--- config.mk ---
export PLATFORM = sky130hd
export DESIGN_NAME = ufrc_deframer
export DESIGN_NICKNAME = d
export VERILOG_FILES = /design/src/rtl/ufrc_pkg.sv /design/src/rtl/ufrc_deframer.sv
export SDC_FILE = /design/constraint.sdc
export NUM_CORES = 1
export LEC_CHECK = 0
export BUFFER_PORTS_ARGS = -buffer_cell sky130_fd_sc_hd__buf_4
export CAP_MARGIN = 10
export CELL_PAD_IN_SITES_DETAIL_PLACEMENT = 0
export CELL_PAD_IN_SITES_GLOBAL_PLACEMENT = 1
export CORE_MARGIN = 3
export CORE_UTILIZATION = 39
export CTS_CLUSTER_SIZE = 12
export DETAILED_ROUTE_END_ITERATION = 12
export PLACE_DENSITY = 0.72
export SYNTH_ARGS = -nofsm -noshare
export SYNTH_HDL_FRONTEND = slang
export SYNTH_SLANG_ARGS = --single-unit
--- constraint.sdc ---
create_clock -name clk_i -period 9.95 [get_ports clk_i]
set_input_delay 0.995 -clock clk_i [delete_from_list [all_inputs] [get_ports clk_i]]
set_output_delay 0.995 -clock clk_i [all_outputs]
set_load 0.02 [all_outputs]
--- src/rtl/ufrc_pkg.sv ---
`default_nettype none
package ufrc_pkg;

  localparam int TIMER_BITS = 16;
  localparam int CMP_W = (TIMER_BITS + 1 > 17) ? TIMER_BITS + 1 : 17;

  localparam logic [2:0] PH_HUNT  = 3'd0;
  localparam logic [2:0] PH_TAG   = 3'd1;
  localparam logic [2:0] PH_LENH  = 3'd2;
  localparam logic [2:0] PH_LENL  = 3'd3;
  localparam logic [2:0] PH_DATA  = 3'd4;
  localparam logic [2:0] PH_CHECK = 3'd5;
  localparam logic [2:0] PH_TAIL  = 3'd6;

  localparam logic OP_BYTE = 1'b0;
  localparam logic OP_TICK = 1'b1;

  localparam logic KIND_PAYLOAD = 1'b0;
  localparam logic KIND_END     = 1'b1;

  localparam logic [2:0] ST_OK       = 3'd0;
  localparam logic [2:0] ST_BAD_TAIL = 3'd1;
  localparam logic [2:0] ST_BAD_SUM  = 3'd2;
  localparam logic [2:0] ST_TOO_LONG = 3'd3;
  localparam logic [2:0] ST_TIMEOUT  = 3'd4;

  localparam logic [1:0] REG_HEAD    = 2'd0;
  localparam logic [1:0] REG_TAIL    = 2'd1;
  localparam logic [1:0] REG_MAX_LEN = 2'd2;
  localparam logic [1:0] REG_TIMEOUT = 2'd3;

  localparam logic [11:0] MAX_LEN_RST = 12'd300;
  localparam logic [15:0] TIMEOUT_RST = 16'd1000;
  localparam logic [3:0]  LEN_HI_MASK = 4'hf;

  typedef struct packed {
    logic [7:0]  head_byte;
    logic [7:0]  tail_byte;
    logic [11:0] max_length;
    logic [15:0] byte_timeout;
  } cfg_t;

  typedef struct packed {
    logic       opcode;
    logic [7:0] rx_byte;
  } item_t;

  typedef struct packed {
    logic        kind;
    logic [7:0]  payload_byte;
    logic [11:0] byte_index;
    logic [7:0]  frame_tag;
    logic [11:0] frame_length;
    logic [2:0]  status;
  } res_t;

  // handshake between input register and deframer
  typedef struct packed {
    logic  valid;
    item_t item;
  } in_stage_t;

endpackage
`default_nettype wire

--- src/rtl/ufrc_deframer.sv ---
`default_nettype none
module ufrc_deframer import ufrc_pkg::*; (
  input  wire logic      clk_i,
  input  wire logic      rst_ni,
  input  wire cfg_t      cfg_i,
  input  wire in_stage_t stage_i,
  output logic           take_o,
  input  wire logic      res_ready_i,
  output logic           res_valid_o,
  output res_t           res_o
);

  logic [2:0]            phase_q, phase_d;
  logic [7:0]            tag_q, tag_d;
  logic [11:0]           len_q, len_d;
  logic [11:0]           count_q, count_d;
  logic [7:0]            sum_q, sum_d;
  logic [7:0]            check_q, check_d;
  logic [TIMER_BITS-1:0] idle_q, idle_d;
  logic                  out_vld_q, out_vld_d;
  res_t                  res_q, res_d;

  logic                  emit;
  res_t                  res_c;
  logic [CMP_W-1:0]      next_ticks;
  logic [CMP_W-1:0]      timeout_ext;
  logic [11:0]           len_new;
  logic [11:0]           count_inc;
  logic [7:0]            b;

  assign take_o      = stage_i.valid && (!out_vld_q || res_ready_i);
  assign b           = stage_i.item.rx_byte;
  assign next_ticks  = CMP_W'(idle_q) + CMP_W'(1);
  assign timeout_ext = CMP_W'(cfg_i.byte_timeout);
  assign len_new     = {len_q[11:8], b};
  assign count_inc   = count_q + 12'd1;

  always_comb begin
    phase_d = phase_q;
    tag_d   = tag_q;
    len_d   = len_q;
    count_d = count_q;
    sum_d   = sum_q;
    check_d = check_q;
    idle_d  = idle_q;
    emit    = 1'b0;
    res_c.kind         = KIND_END;
    res_c.payload_byte = 8'd0;
    res_c.byte_index   = 12'd0;
    res_c.frame_tag    = tag_q;
    res_c.frame_length = len_q;
    res_c.status       = ST_OK;

    if (stage_i.item.opcode == OP_TICK) begin
      if (phase_q != PH_HUNT) begin
        if (next_ticks > timeout_ext) begin
          emit         = 1'b1;
          res_c.status = ST_TIMEOUT;
          phase_d      = PH_HUNT;
          idle_d       = '0;
        end else if (next_ticks[TIMER_BITS]) begin
          // counter saturates instead of wrapping
          idle_d = '1;
        end else begin
          idle_d = next_ticks[TIMER_BITS-1:0];
        end
      end
    end else begin
      idle_d = '0;
      case (phase_q)
        PH_HUNT: begin
          if (b == cfg_i.head_byte) begin
            phase_d = PH_TAG;
            tag_d   = 8'd0;
            len_d   = 12'd0;
            count_d = 12'd0;
            sum_d   = 8'd0;
            check_d = 8'd0;
          end
        end
        PH_TAG: begin
          tag_d   = b;
          sum_d   = b;
          phase_d = PH_LENH;
        end
        PH_LENH: begin
          len_d   = {b[3:0] & LEN_HI_MASK, 8'd0};
          sum_d   = sum_q + b;
          phase_d = PH_LENL;
        end
        PH_LENL: begin
          len_d = len_new;
          sum_d = sum_q + b;
          if (len_new > cfg_i.max_length) begin
            emit               = 1'b1;
            res_c.frame_length = len_new;
            res_c.status       = ST_TOO_LONG;
            phase_d            = PH_HUNT;
          end else if (len_new == 12'd0) begin
            phase_d = PH_CHECK;
          end else begin
            phase_d = PH_DATA;
          end
        end
        PH_DATA: begin
          emit               = 1'b1;
          res_c.kind         = KIND_PAYLOAD;
          res_c.payload_byte = b;
          res_c.byte_index   = count_q;
          sum_d              = sum_q + b;
          count_d            = count_inc;
          if (count_inc >= len_q) begin
            phase_d = PH_CHECK;
          end
        end
        PH_CHECK: begin
          check_d = b;
          phase_d = PH_TAIL;
        end
        PH_TAIL: begin
          emit    = 1'b1;
          phase_d = PH_HUNT;
          // tail mismatch wins over a bad check byte
          if (b != cfg_i.tail_byte) begin
            res_c.status = ST_BAD_TAIL;
          end else if (check_q != ~sum_q) begin
            res_c.status = ST_BAD_SUM;
          end else begin
            res_c.status = ST_OK;
          end
        end
        default: begin
          phase_d = PH_HUNT;
        end
      endcase
    end
  end

  always_comb begin
    out_vld_d = out_vld_q;
    res_d     = res_q;
    if (out_vld_q && res_ready_i) begin
      out_vld_d = 1'b0;
    end
    if (take_o && emit) begin
      out_vld_d = 1'b1;
      res_d     = res_c;
    end
  end

  always_ff @(posedge clk_i or negedge rst_ni) begin
    if (!rst_ni) begin
      phase_q   <= PH_HUNT;
      tag_q     <= 8'd0;
      len_q     <= 12'd0;
      count_q   <= 12'd0;
      sum_q     <= 8'd0;
      check_q   <= 8'd0;
      idle_q    <= '0;
      out_vld_q <= 1'b0;
    end else begin
      out_vld_q <= out_vld_d;
      if (take_o) begin
        phase_q <= phase_d;
        tag_q   <= tag_d;
        len_q   <= len_d;
        count_q <= count_d;
        sum_q   <= sum_d;
        check_q <= check_d;
        idle_q  <= idle_d;
      end
    end
  end

  always_ff @(posedge clk_i) begin
    res_q <= res_d;
  end

  assign res_valid_o = out_vld_q;
  assign res_o       = res_q;

endmodule
`default_nettype wire

==> flow_summary_export.csv <==
group,metric,value,unit
worst_setup_path,arrival,4.23,ns
die,initial_core_util,40.55,%
finish,area_delta_synth_final,18.90,%
die,fp.dieH,135.4,µm
routing,firstDrtPassIters,5,
clock_network,path_clk_slew,0.08,ns
sta,hold_viol_final,0,
worst_setup_path,reg2reg_depth,12,
yosys,synth_area,6535,µm²
yosys,synth_cells,648,
finish,multi_input_area,3237,µm²
worst_setup_path,cp.required,9.93,ns
global_route,overflow,0,
worst_setup_path,cp-startpoint,"idle_q[0]",
die,io_pins,103,
finish,diodes,0,
global_route,grt_pass1_vias,4934,
sta,finClkSkew,0.01022,ns
routing,first_iter_violations,411,
yosys,async_reset_ff_share,60.71,%
die,dieWidth,135.4,µm
finish,most-common-layout-cells,"buf_4 (102), nand2_1 (77), dfrtp_1 (68)",
routing,final_antenna_net_count,0,
yosys,seq_area_frac_synth,46.26,%
power_and_ir_drop,pwr_density_cell,208.6,nW/µm²
power_and_ir_drop,power.total,1621,µW
routing,wl_per_cell,16.85,µm
sta,maxSlewHeadroom,30.69,%
worst_setup_path,critical_path_class,"reg -> reg",
clock_network,cts_resized,0,
outcome,outcome,"complete, no violations",
routing,drcViolationCount,0,
sta,worst_slew_pin_slew,1.040,ns
yosys,yosys_register_bits,112,
worst_setup_path,endpoint,"res_o[15]",
worst_setup_path,critical_path.max_fanout,44,
routing,viasPerCell,5.200,
worst_setup_path,critPathLaunchType,"flip-flop",
sta,fmax,235.3,MHz
worst_setup_path,worstReg2RegStart,"idle_q[0]",
clock_network,cts-root-buf,"clkbuf_16",
placed_design,port_buffers,102,
clock_network,cts.hold.buffers_added,0,
routing,vias,4982,
flow_run,cap_violations,0,
sta,drv_slew,0,
global_route,antenna_found_initial,0,
sta,rsz0062_at_grt,"no",
finish,seqCellArea,3023,µm²
placed_design,placed_cell_area,7480,µm²
clock_network,htree_levels,3,
worst_setup_path,r2r_setup_slack,5.70,ns
sta,finalSetupViolCount,0,
placed_design,gp_congestion,0.8596,
worst_hold_path,hold_depth,0,
finish,fin_area,7770,µm²
die,num_rows,46,
worst_setup_path,endpoint_kind,"flip-flop",
yosys,synth.avg_cell_area,10.08,µm²
die,coreArea,16120,µm²
clock_network,cts_setup_buffers,0,
clock_network,clockBufferDepth,2,
clock_network,cts_num_sinks,112,
power_and_ir_drop,peakVddDrop,0.1027,mV
yosys,synth_edf_count,44,
sta,setup-tns-final,0,ns
yosys,yosys_warnings,0,
finish,fill_cells,1530,
die,dieArea,18350,µm²
sta,fin_hold_ws,0.4610,ns
placed_design,hpwl,12.05,mm
yosys,syn_nets,755,
yosys,ys.flop_type,"dfrtp_1",
finish,drive_gt1_share,20.08,%
placed_design,placed_cells,942,
sta,final.min_clock_period,4.251,ns
finish,layout_commonest_cell,"buf_4",
clock_network,clock_latency,0.36,ns
finish,stdcell_count,958,
sta,fin_crit_sh,42.72,%
clock_network,cts_made_buffers,9,
clock_network,cts_tree,"built",
finish,final_nets,844,
global_route,track_usage,18.01,%
worst_setup_path,r2r_end,"res_o[15]",
routing,drt-total-wl,16.14,mm
worst_hold_path,holdCritPathClass,"reg -> reg",
global_route,grt_max_degree,69,
yosys,synth.distinct_cells,56,
power_and_ir_drop,p_leak,0.003579,µW
global_route,grt_pass1_wl,25.91,mm
-- registers in the layout, indices dropped and copies added (netlist names), 3 cells and up --
| register | count |
|---|---|
| check_q | 8 |
| tag_q | 8 |
| count_q | 12 |
| sum_q | 8 |
| phase_q | 3 |
| len_q | 12 |
| idle_q | 16 |
| res_o | 44 |
-- per-layer routing --
metal / share of wire [%] / vias up / GRT usage (%)
met4: 1.7 / 0 / 5.711
met2: 46 / 155 / 28.29
met1: 46 / 2348 / 25.11
met3: 6.4 / 23 / 3.640
met5: 0 / - / 0
li1: - / 2456 / -
-- power breakdown --
part	switching (µW)	total (µW)	internal, µW
clock network	178	354	175
registers	101	696	595
logic	335	571	236
total	615	1620	1010
-- cell type report --
type / instances / area share [%]
Multi-Input combinational cell: 463 / 41.66
Sequential cell: 112 / 38.91
Timing Repair Buffer: 102 / 9.855
Tap cell: 216 / 3.478
Clock buffer: 9 / 2.899
Inverter: 49 / 2.367
Clock inverter: 7 / 0.8374
-- stage by stage --
step	util, %	setup WS [ns]
after floorplan	-	5.950
after global placement	46.41	5.708
after detailed placement	46.41	5.667
after CTS	48.21	5.652
after global routing	48.21	5.211
final	48.21	5.699
-- critical path, stage by stage, from the launching register on --
cell and delay (ns):
dfrtp_1 0.46, ha_1 0.24, and4_1 0.30, nand4_1 0.14, xnor2_1 0.17, ha_1 0.32, nand4_1 0.17, a211oi_1 0.35
a2111oi_2 0.12, o31ai_2 0.39, a21oi_1 0.19, nor2_1 0.16, o21a_2 0.82
-- cells in the mapped netlist, types with 14 or more instances --
library cell / instances / share of area, %
a21oi_1: 19 / 1.5
and2_1: 26 / 2.5
clkbuf_1: 15 / 0.86
dfrtp_1: 68 / 26
edfxtp_1: 44 / 20
ha_1: 49 / 9.4
inv_1: 48 / 2.8
nand2_1: 77 / 4.4
nand3_1: 28 / 2.1
nand4_1: 14 / 1.3
nor2_1: 28 / 1.6
o21ai_0: 37 / 2.8
xnor2_1: 37 / 5.0
xor2_1: 14 / 1.9
-- logic make-up (layout without fill, tap and decap cells) --
logic type / Yosys count / after routing / synth area share, %
simple gates: 217 / 217 / 16.20
compound gates: 123 / 123 / 12.96
flops: 112 / 112 / 46.26
buf+inv: 73 / 167 / 4.461
xor+xnor: 51 / 51 / 6.835
fa+ha+maj: 50 / 50 / 9.688
mux: 22 / 22 / 3.599
-- worst min path at each step --
stage | from | endpoint
after floorplan | tag_q[0] | res_o[15]
after global routing | tag_q[7] | res_o[22]
final | tag_q[2] | res_o[17]
after CTS | tag_q[5] | res_o[20]
after global placement | tag_q[2] | res_o[17]
after detailed placement | tag_q[5] | res_o[20]
Power figures use the tool's default switching activity.
